[src/sv/ipatc_pkg.sv]
// ----------------------------------------------------------------------------
// ipatc_pkg
// Types and constants for the address text classifier: result codes and the
// character codes that the recognizers test against.
// ----------------------------------------------------------------------------
package ipatc_pkg;

    localparam int unsigned OUT_WIDTH = 32;   // width of each total on the port

    typedef enum logic [1:0] {
        KIND_INVALID = 2'd0,
        KIND_IPV4    = 2'd1,
        KIND_IPV6    = 2'd2
    } t_kind;

    localparam logic [7:0] CH_ZERO  = 8'h30;  // '0'
    localparam logic [7:0] CH_NINE  = 8'h39;  // '9'
    localparam logic [7:0] CH_LO_A  = 8'h61;  // 'a'
    localparam logic [7:0] CH_LO_F  = 8'h66;  // 'f'
    localparam logic [7:0] CH_UP_A  = 8'h41;  // 'A'
    localparam logic [7:0] CH_UP_F  = 8'h46;  // 'F'
    localparam logic [7:0] CH_DOT   = 8'h2E;  // '.'
    localparam logic [7:0] CH_COLON = 8'h3A;  // ':'

    localparam logic [1:0]  V4_DOTS_FULL   = 2'd3;   // three dots in a quad
    localparam logic [1:0]  V4_DIGITS_MAX  = 2'd3;   // at most three digits per octet
    localparam logic [11:0] V4_OCTET_MAX   = 12'd255;
    localparam logic [2:0]  V6_COLONS_FULL = 3'd7;   // seven colons, no compression
    localparam logic [2:0]  V6_DIGITS_MAX  = 3'd4;   // at most four hex digits per group

endpackage

[src/sv/ip_address_text_classifier.sv]
// ----------------------------------------------------------------------------
// ip_address_text_classifier
// Streams address text one byte per beat and classifies each string as
// IPv4 dotted quad, full IPv6, or invalid, keeping saturating totals.
//
// Feed one byte of text per input beat (i_has_character high) and mark the
// final beat of a string with i_last_of_string; a beat with the end mark and
// no character closes the string without adding a byte. Each closing beat
// yields exactly one result beat carrying the class (0 invalid, 1 IPv4,
// 2 IPv6) and the three running totals including that string; other beats
// yield nothing. IPv4 means four decimal octets 0..255 with no leading zeros
// and three dots; IPv6 means eight groups of one to four hex digits (either
// case) and seven colons, with no "::" shortening. The empty string is
// invalid. Totals are COUNT_WIDTH bits wide, saturate at all ones, and are
// presented as their low 32 bits (zero extended when narrower). Throughput
// is one beat per clock unless a held result blocks a closing beat: the
// input register feeds a single pass of recognizer logic that writes the
// recognizer state, the counters and the result register in the same
// cycle. A held result only blocks beats that close a string; other beats
// keep flowing behind it.
// ----------------------------------------------------------------------------
module ip_address_text_classifier #(
    parameter int unsigned COUNT_WIDTH = 32
) (
    input  logic        i_clk,
    input  logic        i_rst_n,
    // input channel
    input  logic        i_valid,
    output logic        o_stall,
    input  logic [7:0]  i_character,
    input  logic        i_has_character,
    input  logic        i_last_of_string,
    // result channel
    output logic        o_valid,
    input  logic        i_stall,
    output logic [1:0]  o_address_kind,
    output logic [ipatc_pkg::OUT_WIDTH-1:0] o_ipv4_total,
    output logic [ipatc_pkg::OUT_WIDTH-1:0] o_ipv6_total,
    output logic [ipatc_pkg::OUT_WIDTH-1:0] o_invalid_total
);
    import ipatc_pkg::*;

    // input register
    logic       r_in_valid;
    logic [7:0] r_chr;
    logic       r_has;
    logic       r_last;

    // IPv4 recognizer
    logic       r_v4_alive,  n_v4_alive;
    logic [1:0] r_v4_dots,   n_v4_dots;
    logic [1:0] r_v4_digits, n_v4_digits;
    logic [7:0] r_v4_value,  n_v4_value;
    logic       r_v4_lz,     n_v4_lz;

    // IPv6 recognizer
    logic       r_v6_alive,  n_v6_alive;
    logic [2:0] r_v6_colons, n_v6_colons;
    logic [2:0] r_v6_digits, n_v6_digits;

    // running totals
    logic [COUNT_WIDTH-1:0] r_ipv4_cnt, n_ipv4_cnt;
    logic [COUNT_WIDTH-1:0] r_ipv6_cnt, n_ipv6_cnt;
    logic [COUNT_WIDTH-1:0] r_inv_cnt,  n_inv_cnt;

    // result register
    logic  r_out_valid;
    t_kind r_kind, n_kind;

    logic        w_adv;      // beat in the input register is consumed this cycle
    logic        w_load;     // new beat enters the input register
    logic        w_is_digit;
    logic        w_is_hex;
    logic [11:0] w_v4_sum;   // octet * 10 + digit, up to 2559

    // A closing beat needs a free result slot; anything else goes right through.
    assign w_adv   = r_in_valid && (!r_last || !r_out_valid || !i_stall);
    assign o_stall = r_in_valid && !w_adv;
    assign w_load  = i_valid && !o_stall;

    assign w_is_digit = (r_chr >= CH_ZERO) && (r_chr <= CH_NINE);
    assign w_is_hex   = w_is_digit
                     || ((r_chr >= CH_LO_A) && (r_chr <= CH_LO_F))
                     || ((r_chr >= CH_UP_A) && (r_chr <= CH_UP_F));
    // x*10 = x*8 + x*2; the low nibble of an ASCII digit is its value
    assign w_v4_sum = {1'b0, r_v4_value, 3'b000} + {3'b000, r_v4_value, 1'b0}
                    + {8'h00, r_chr[3:0]};

    always_ff @(posedge i_clk) begin
        if (!i_rst_n) begin
            r_in_valid <= 1'b0;
        end else if (w_load) begin
            r_in_valid <= 1'b1;
        end else if (w_adv) begin
            r_in_valid <= 1'b0;
        end
    end

    always_ff @(posedge i_clk) begin
        if (w_load) begin
            r_chr  <= i_character;
            r_has  <= i_has_character;
            r_last <= i_last_of_string;
        end
    end

    // recognizers, classification and totals in one pass
    always_comb begin
        n_v4_alive  = r_v4_alive;
        n_v4_dots   = r_v4_dots;
        n_v4_digits = r_v4_digits;
        n_v4_value  = r_v4_value;
        n_v4_lz     = r_v4_lz;
        n_v6_alive  = r_v6_alive;
        n_v6_colons = r_v6_colons;
        n_v6_digits = r_v6_digits;
        n_ipv4_cnt  = r_ipv4_cnt;
        n_ipv6_cnt  = r_ipv6_cnt;
        n_inv_cnt   = r_inv_cnt;
        n_kind      = KIND_INVALID;

        // IPv4 step
        if (r_has && r_v4_alive) begin
            if (w_is_digit) begin
                if (r_v4_digits == V4_DIGITS_MAX || (r_v4_digits != 2'd0 && r_v4_lz)) begin
                    n_v4_alive = 1'b0;
                end else if (w_v4_sum > V4_OCTET_MAX) begin
                    n_v4_alive = 1'b0;
                end else begin
                    if (r_v4_digits == 2'd0) begin
                        n_v4_lz = (r_chr == CH_ZERO);
                    end
                    n_v4_value  = w_v4_sum[7:0];
                    n_v4_digits = r_v4_digits + 2'd1;
                end
            end else if (r_chr == CH_DOT) begin
                if (r_v4_digits == 2'd0 || r_v4_dots == V4_DOTS_FULL) begin
                    n_v4_alive = 1'b0;
                end else begin
                    n_v4_dots   = r_v4_dots + 2'd1;
                    n_v4_digits = 2'd0;
                    n_v4_value  = 8'd0;
                    n_v4_lz     = 1'b0;
                end
            end else begin
                n_v4_alive = 1'b0;
            end
        end

        // IPv6 step
        if (r_has && r_v6_alive) begin
            if (w_is_hex) begin
                if (r_v6_digits == V6_DIGITS_MAX) begin
                    n_v6_alive = 1'b0;
                end else begin
                    n_v6_digits = r_v6_digits + 3'd1;
                end
            end else if (r_chr == CH_COLON) begin
                if (r_v6_digits == 3'd0 || r_v6_colons == V6_COLONS_FULL) begin
                    n_v6_alive = 1'b0;
                end else begin
                    n_v6_colons = r_v6_colons + 3'd1;
                    n_v6_digits = 3'd0;
                end
            end else begin
                n_v6_alive = 1'b0;
            end
        end

        // close the string: classify on the updated state, then start over
        if (r_last) begin
            if (n_v4_alive && n_v4_dots == V4_DOTS_FULL && n_v4_digits != 2'd0) begin
                n_kind = KIND_IPV4;
                if (r_ipv4_cnt != '1) n_ipv4_cnt = r_ipv4_cnt + 1'b1;
            end else if (n_v6_alive && n_v6_colons == V6_COLONS_FULL
                         && n_v6_digits != 3'd0) begin
                n_kind = KIND_IPV6;
                if (r_ipv6_cnt != '1) n_ipv6_cnt = r_ipv6_cnt + 1'b1;
            end else begin
                n_kind = KIND_INVALID;
                if (r_inv_cnt != '1) n_inv_cnt = r_inv_cnt + 1'b1;
            end
            n_v4_alive  = 1'b1;
            n_v4_dots   = 2'd0;
            n_v4_digits = 2'd0;
            n_v4_value  = 8'd0;
            n_v4_lz     = 1'b0;
            n_v6_alive  = 1'b1;
            n_v6_colons = 3'd0;
            n_v6_digits = 3'd0;
        end
    end

    always_ff @(posedge i_clk) begin
        if (!i_rst_n) begin
            r_v4_alive  <= 1'b1;
            r_v4_dots   <= 2'd0;
            r_v4_digits <= 2'd0;
            r_v4_value  <= 8'd0;
            r_v4_lz     <= 1'b0;
            r_v6_alive  <= 1'b1;
            r_v6_colons <= 3'd0;
            r_v6_digits <= 3'd0;
            r_ipv4_cnt  <= '0;
            r_ipv6_cnt  <= '0;
            r_inv_cnt   <= '0;
        end else if (w_adv) begin
            r_v4_alive  <= n_v4_alive;
            r_v4_dots   <= n_v4_dots;
            r_v4_digits <= n_v4_digits;
            r_v4_value  <= n_v4_value;
            r_v4_lz     <= n_v4_lz;
            r_v6_alive  <= n_v6_alive;
            r_v6_colons <= n_v6_colons;
            r_v6_digits <= n_v6_digits;
            r_ipv4_cnt  <= n_ipv4_cnt;
            r_ipv6_cnt  <= n_ipv6_cnt;
            r_inv_cnt   <= n_inv_cnt;
        end
    end

    // result register; totals change only when a result loads, so they are
    // read straight from the counters
    always_ff @(posedge i_clk) begin
        if (!i_rst_n) begin
            r_out_valid <= 1'b0;
        end else if (w_adv && r_last) begin
            r_out_valid <= 1'b1;
        end else if (!i_stall) begin
            r_out_valid <= 1'b0;
        end
    end

    always_ff @(posedge i_clk) begin
        if (w_adv && r_last) begin
            r_kind <= n_kind;
        end
    end

    assign o_valid         = r_out_valid;
    assign o_address_kind  = r_kind;
    assign o_ipv4_total    = OUT_WIDTH'(r_ipv4_cnt);
    assign o_ipv6_total    = OUT_WIDTH'(r_ipv6_cnt);
    assign o_invalid_total = OUT_WIDTH'(r_inv_cnt);

`ifndef SYNTHESIS
    // a closing beat bumps at most one total, others none
    a_one_bump: assert property (@(posedge i_clk) disable iff (!i_rst_n)
        r_in_valid |=> $countones({r_ipv4_cnt != $past(r_ipv4_cnt),
                                   r_ipv6_cnt != $past(r_ipv6_cnt),
                                   r_inv_cnt  != $past(r_inv_cnt)}) <= 1)
        else $error("more than one total changed in a cycle");

    // both recognizers restart after a string closes
    a_restart: assert property (@(posedge i_clk) disable iff (!i_rst_n)
        (w_adv && r_last) |=> (r_v4_alive && r_v6_alive && r_v4_dots == 2'd0
                               && r_v4_digits == 2'd0 && r_v6_colons == 3'd0
                               && r_v6_digits == 3'd0))
        else $error("recognizer not cleared after end of string");

    // totals hold while a result is held
    a_totals_hold: assert property (@(posedge i_clk) disable iff (!i_rst_n)
        (r_out_valid && i_stall) |=> ($stable(r_ipv4_cnt) && $stable(r_ipv6_cnt)
                                      && $stable(r_inv_cnt)))
        else $error("totals changed under a held result");

    // a new result loads only into a free or departing slot
    a_no_overwrite: assert property (@(posedge i_clk) disable iff (!i_rst_n)
        (w_adv && r_last) |-> (!r_out_valid || !i_stall))
        else $error("held result overwritten");
`endif

endmodule

[config.mk]
export PLATFORM = sky130hd
export DESIGN_NAME = ip_address_text_classifier
export DESIGN_NICKNAME = d
export VERILOG_FILES = /design/src/sv/ipatc_pkg.sv /design/src/sv/ip_address_text_classifier.sv
export SDC_FILE = /design/constraint.sdc
export NUM_CORES = 1
export LEC_CHECK = 0
export BUFFER_PORTS_ARGS = -buffer_cell sky130_fd_sc_hd__buf_2
export CAP_MARGIN = 20
export CORE_AREA = 2 2 148 150
export CTS_BUF_LIST = sky130_fd_sc_hd__clkbuf_2
export DETAILED_ROUTE_END_ITERATION = 10
export DIE_AREA = 0 0 150 152
export PLACE_DENSITY = 0.54
export SETUP_SLACK_MARGIN = 0.2
export SYNTH_ARGS = -nofsm -noshare
export SYNTH_HDL_FRONTEND = slang
export SYNTH_SLANG_ARGS = --single-unit
[constraint.sdc]
create_clock -name i_clk -period 5.11 [get_ports i_clk]
set_input_delay 0.2555 -clock i_clk [delete_from_list [all_inputs] [get_ports i_clk]]
set_output_delay 0.2555 -clock i_clk [all_outputs]
set_load 0.01 [all_outputs]
## Word level (Yosys, flattened, before mapping)

Cells that the tools add are included.

| cells by class | value |
|---|---|
| eq/ne operators | 17 |
| multiplexer cells | 57 |
| reduce and logical (&&, ||, !) cells | 40 |
| magnitude comparators | 7 |
| $add $sub $neg | 9 |
| bitwise logic cells | 3 |

Operator list:

| kind | number |
|---|---|
| adder 32 x 1 -> 32 bit, second input constant | 3 |
| inequality test 32 bit, second input constant | 3 |
| 2-to-1 mux 8 bit | 7 |
| 2-to-1 mux 3 bit | 11 |
| 2-to-1 mux 1 bit | 26 |
| 2-to-1 mux 2 bit | 13 |
| == test 8 x 6 -> 1 bit, second input constant | 3 |
| greater-or-equal comparator 8 x 7 -> 1 bit, second input constant | 2 |
| <= comparator 8 x 7 -> 1 bit, second input constant | 2 |
| logical AND 1 bit | 14 |
| adder 11 x 9 -> 12 bit | 1 |
| adder 12 x 4 -> 12 bit | 1 |
| > comparator 12 x 8 -> 1 bit, second input constant | 1 |
| AND reduction 5 bit | 2 |
| == test 3 bit, second input constant | 3 |
| inequality test 3 bit, second input constant | 3 |
| greater-or-equal comparator 8 x 6 -> 1 bit, second input constant | 1 |
| <= comparator 8 x 6 -> 1 bit, second input constant | 1 |
| nonzero test 2 bit | 4 |
| logical OR 1 bit | 7 |
| AND reduction 7 bit | 1 |
| adder 3 x 1 -> 3 bit, second input constant | 2 |
| == test 2 bit, second input constant | 3 |
| AND reduction 6 bit | 1 |
| other kinds (10) | 18 |

| word-level totals | value |
|---|---|
| register bits | 131 |
| word-level logic and storage cells | 151 |
| output and inout bits | 100 |
| input bits | 14 |

## Logic depth before layout (Yosys ltp)

| depth | value |
|---|---|
| depth in word-level cells | 11 |
| gate-level depth with buffers | 14 |
| mapped depth without buffers | 12 |

## Worst setup path before layout

OpenSTA, ideal clock, no wires.

| path | value |
|---|---|
| kind | register to register |
| start | register r_chr[3] |
| end | register r_ipv4_cnt[25], in the netlist o_ipv4_total[25] |
| cell stages (with the launch flop) | 15 |
| setup time | 135 ps |
| path buffers | 2 |
| required time | 4975 ps |
| path slack | 1494 ps |
| period minus slack after synthesis | 3616 ps |
| arrival time | 3481 ps |
| path through | edfxtp_1 -> inv_1 -> fa_1 -> inv_1 -> fa_1 -> a21oi_1 -> o21ai_0 -> or3_1 -> o2111a_2 -> a31oi_1 -> nand3_1 -> buf_2 -> buf_2 -> o311ai_0 -> o41ai_1 |

| between the ends | value |
|---|---|
| word-level cells in the longest chain between the ends | 9 |
| elaborated cells on any way between the ends | 24 |
| classes of those cells | 1 x add/sub; 3 x order compare; 2 x eq/ne; 13 x mux; 5 x reduce/logical |

RTL lines:

| element | line | text |
|---|---|---|
| start, declared | ip_address_text_classifier.sv:45 | `logic [7:0] r_chr;` |
| start signal, assigned | ip_address_text_classifier.sv:101 | `r_chr <= i_character;` |
| adder 12 x 4 -> 12 bit | ip_address_text_classifier.sv:87 | `+ {8'h00, r_chr[3:0]};` |
| > comparator 12 x 8 -> 1 bit | ip_address_text_classifier.sv:127 | `end else if (w_v4_sum > V4_OCTET_MAX) begin` |
| 2-to-1 mux 2 bit / 2-to-1 mux 1 bit (equally long branches) | ip_address_text_classifier.sv:127 |  |
| 2-to-1 mux 2 bit / 2-to-1 mux 1 bit (equally long branches) | ip_address_text_classifier.sv:125 | `if (r_v4_digits == V4_DIGITS_MAX \|\| (r_v4_digits != 2'd0 && r_v4_lz)) begin` |
| 2-to-1 mux 2 bit / 2-to-1 mux 1 bit (equally long branches) | ip_address_text_classifier.sv:124 | `if (w_is_digit) begin` |
| 2-to-1 mux 2 bit / 2-to-1 mux 1 bit (equally long branches) | ip_address_text_classifier.sv:123 | `if (r_has && r_v4_alive) begin` |
| nonzero test 2 bit / logical AND 1 bit (equally long branches) | ip_address_text_classifier.sv:172 | `if (n_v4_alive && n_v4_dots == V4_DOTS_FULL && n_v4_digits != 2'd0) begin` |
| logical AND 1 bit (*) | ip_address_text_classifier.sv:172 |  |
| AND reduction 4 bit (no source line) (*) | n/a |  |
| end signal, assigned | ip_address_text_classifier.sv:216 | `r_ipv4_cnt <= n_ipv4_cnt;` |
| end, declared | ip_address_text_classifier.sv:62 | `logic [COUNT_WIDTH-1:0] r_ipv4_cnt, n_ipv4_cnt;` |

Every way passes the cells marked *; elsewhere a longest branch is shown, timed or not.
A chain may end at the register's enable or synchronous reset.

## Worst setup path in the final report

| path | value |
|---|---|
| start | register r_chr[3] |
| end | register r_ipv4_cnt[21], in the netlist o_ipv4_total[21] |

Same word-level chain as after synthesis.

==> flow_summary_export.csv <==
group,metric,value,unit
setup_path,cp-startpoint,"r_chr[3]$_DFFE_PP_",
synth,synth_edf_count,12,
sta,finalCritPeriodShare,82.8,%
floorplan,start_util,34.3,%
setup_path,crit_type,"reg2reg",
floorplan,die_area,0.0228,mm^2
setup_path,crit_buf_inv,3,
sta,drv_slew,0,
drt,drc_errors,0,
setup_path,reg2reg_depth,13,
synth,syn_inst,885,
cts,clock-sinks,131,
global_route,grt_first_pass_wirelength,31700,um
sta,setup_viol,0,
drt,wl_per_cell,15.2,um
floorplan,rows,54,
drt,drtIter0Drc,339,
worst_hold_path,hp-class,"in2reg",
setup_path,r2r-start,"r_chr[3]$_DFFE_PP_",
global_route,overflow,0,
finish,final_nets,1028,
setup_path,worst-endpoint-required,5.75,ns
place,gp_congestion,0.779,
cts,insertion_delay,0.71,ns
cts,cts-root-buf,"clkbuf_2",
cts,cts_made_buffers,17,
drt,vias,7045,
finish,num_antenna_cells,0,
sta,max_freq,236,MHz
setup_path,cpMaxStageDelayCell,"fa_1",
drt,wirelength,19500,um
synth,ys_top_cells_by_area,"dfxtp_1 (33%), a21oi_1 (5.3%), edfxtp_1 (4.9%)",
global_route,antenna_found_initial,0,
global_route,grt_pass1_vias,6333,
cts,clock_path_buffers,2,
drt,drt-pass1-iter-count,5,
setup_path,cpPeakStageDelay,0.53,ns
synth,yosysTopAreaCell,"dfxtp_1",
place,place_hpwl,13100,um
synth,synth.distinct_cells,66,
floorplan,die_w,150,um
synth,ys_ff_latch,131,
flow_run,drv_cap,0,
finish,syn_to_final_growth,14.9,%
finish,fillers,2286,
worst_hold_path,hold_depth,2,
synth,yosysSeqAreaShare,37.5,%
global_route,grt_max_degree,119,
setup_path,arrival,4.87,ns
worst_hold_path,min_from,"i_character[1]",
setup_path,crit_cells,13,
floorplan,coreArea,0.0214,mm^2
global_route,grt_util_all_layers,17.0,%
pwr,ir_drop,0.107,mV
sta,rsz0062_at_grt,"no",
sta,finalCriticalPeriod,4.23,ns
sta,worstMarginPinSlew,0.984,ns
run_status,status,"completed",
setup_path,end_kind,"flop",
setup_path,worstPathMaxFanout,26,
synth,yosysTopAreaCellShare,32.6,%
synth,syn_nets,926,
floorplan,die_y,152,um
cts,htreeDepth,4,
synth,synth_flop_cell,"dfxtp_1",
cts,clk_pin_slew,0.19,ns
pwr,leakage,3.14,nW
sta,final_hold_viol_count,0,
sta,fin_worst_skew,0.0369,ns
setup_path,crit_path_cell_trace,"inv_1, fa_1, inv_1, fa_1, a21oi_1, o21ai_0, or3_1, o2111a_2, a31oi_1, nand3_1, buf_4, or4_1, a21oi_1",
finish,drive_gt1_share,16.1,%
synth,synthArstFlopShare,0,%
cts,cts_setup_buffers,0,
cts,hold_buffers,13,
setup_path,crit_family,"simple AND/OR/NAND/NOR gates",
synth,yosysWarnings,0,
place,port_buffers,113,
drt,vias_per_cell,5.51,
setup_path,crit_path_start_kind,"flop",
sta,max_slew_margin,34.4,%
floorplan,pin_count,114,
synth,syn_area,0.00731,mm^2
synth,synth.avg_cell_area,8.26,um^2
cts,post_cts_resized,0,
cts,cts_tree,"yes",
sta,setup_tns,0,ns
sta,timing.hold.ws,0.243,ns
drt,ant_nets,0,
pwr,powerDensity,206,mW/mm^2
## layout make-up
cell class / instances / area (um^2) / share of cell area [%]
tap: 280 / 350 / 4.17
clock inverter: 8 / 88.8 / 1.06
multi-input combinational: 673 / 4230 / 50.3
sequential: 131 / 2740 / 32.6
inverter: 29 / 109 / 1.30
timing repair buffer: 135 / 776 / 9.23
clock buffer: 22 / 110 / 1.31
## per-layer routing
metal  part of all wire (%)  up-vias  global-route usage [%]
met1                     48     3345                    22.4
met5                      0        -                       0
met2                     46      138                    27.9
li1                       -     3554                       -
met4                   0.63        0                    3.68
met3                    4.6        8                    4.35
## sequential cells by signal, summed over array words and instances, names as in the netlist
name,cells
r_v6_colons,3
o_ipv4_total,32
r_v6_digits,3
r_in_valid,1
r_v4_lz,1
o_invalid_total,32
o_address_kind,2
r_v4_dots,2
r_last,1
r_has,1
o_ipv6_total,32
r_v4_value,8
r_chr,8
r_v6_alive,1
r_v4_digits,2
r_v4_alive,1
o_valid,1
## path summary, 6_finish.rpt
check / to / slack [ns]
hold reg to reg: o_ipv4_total[31]$_SDFFE_PN0P_ / 0.49
hold / removal: r_chr[1]$_DFFE_PP_ / 0.24
setup reg to reg: o_ipv4_total[21]$_SDFFE_PN0P_ / 0.88
setup / recovery: o_ipv4_total[21]$_SDFFE_PN0P_ / 0.88
## stage by stage
| step | power (mW) | cell area, um^2 | setup WS (ns) | std cells | util, % |
|---|---|---|---|---|---|
| finish | 1.73 | 8410 | 0.880 | 1278 | 39.4 |
| global route | 1.82 | 8410 | 0.587 | 1278 | 39.4 |
| CTS | 1.77 | 8390 | 0.875 | 1276 | 39.3 |
| detailed placement | 1.14 | 8060 | 0.952 | 1233 | 37.8 |
| global placement | 1.14 | 8060 | 1.03 | 1233 | 37.8 |
| floorplan | 1.12 | 7310 | 1.49 | 885 | - |
## power by group
group | leakage [nW] | switching (mW) | internal [mW]
registers | 1.07 | 0.00913 | 1.05
clock network | 0.132 | 0.383 | 0.223
logic | 1.93 | 0.0464 | 0.0249
total | 3.14 | 0.438 | 1.29
## placed cells by master, fill, tap and decap left out, types with 4 or more instances in the layout
cell / n
mux2i_1: 18
nand2b_1: 22
dfxtp_1: 119
dlygate4sd3_1: 14
inv_1: 28
edfxtp_1: 12
and2_1: 10
nor2b_1: 6
nand3_1: 59
o311ai_0: 4
o21a_1: 10
or4_1: 45
and4_1: 5
o21ai_0: 42
o41ai_1: 5
and3_1: 22
nor3_1: 13
nor2_1: 38
nand4_1: 34
a31oi_1: 5
nor3b_1: 5
nand2_1: 87
nor4_1: 15
clkbuf_2: 22
or3_1: 27
o31ai_1: 48
xor2_1: 5
a21oi_1: 77
buf_2: 114
buf_4: 6
ha_1: 25
## cells in the mapped netlist (all sizes together), types with 6 or more instances
cell type,n
a21oi,77
and2,10
and3,22
buf,15
clkbuf,37
dfxtp,119
edfxtp,12
ha,25
inv,29
mux2i,18
nand2,87
nand2b,22
nand3,60
nand4,34
nor2,38
nor2b,6
nor3,14
nor4,15
o21a,10
o21ai,43
o31ai,48
or3,27
or4,45
## kinds of logic after synthesis
logic type	synth area share [%]
flops	37.5
fa+ha+maj	4.82
xor+xnor	0.838
mux	2.46
compound gates	18.9
buf+inv	4.69
simple gates	30.8
No activity file was read; power rests on OpenSTA's default activity.
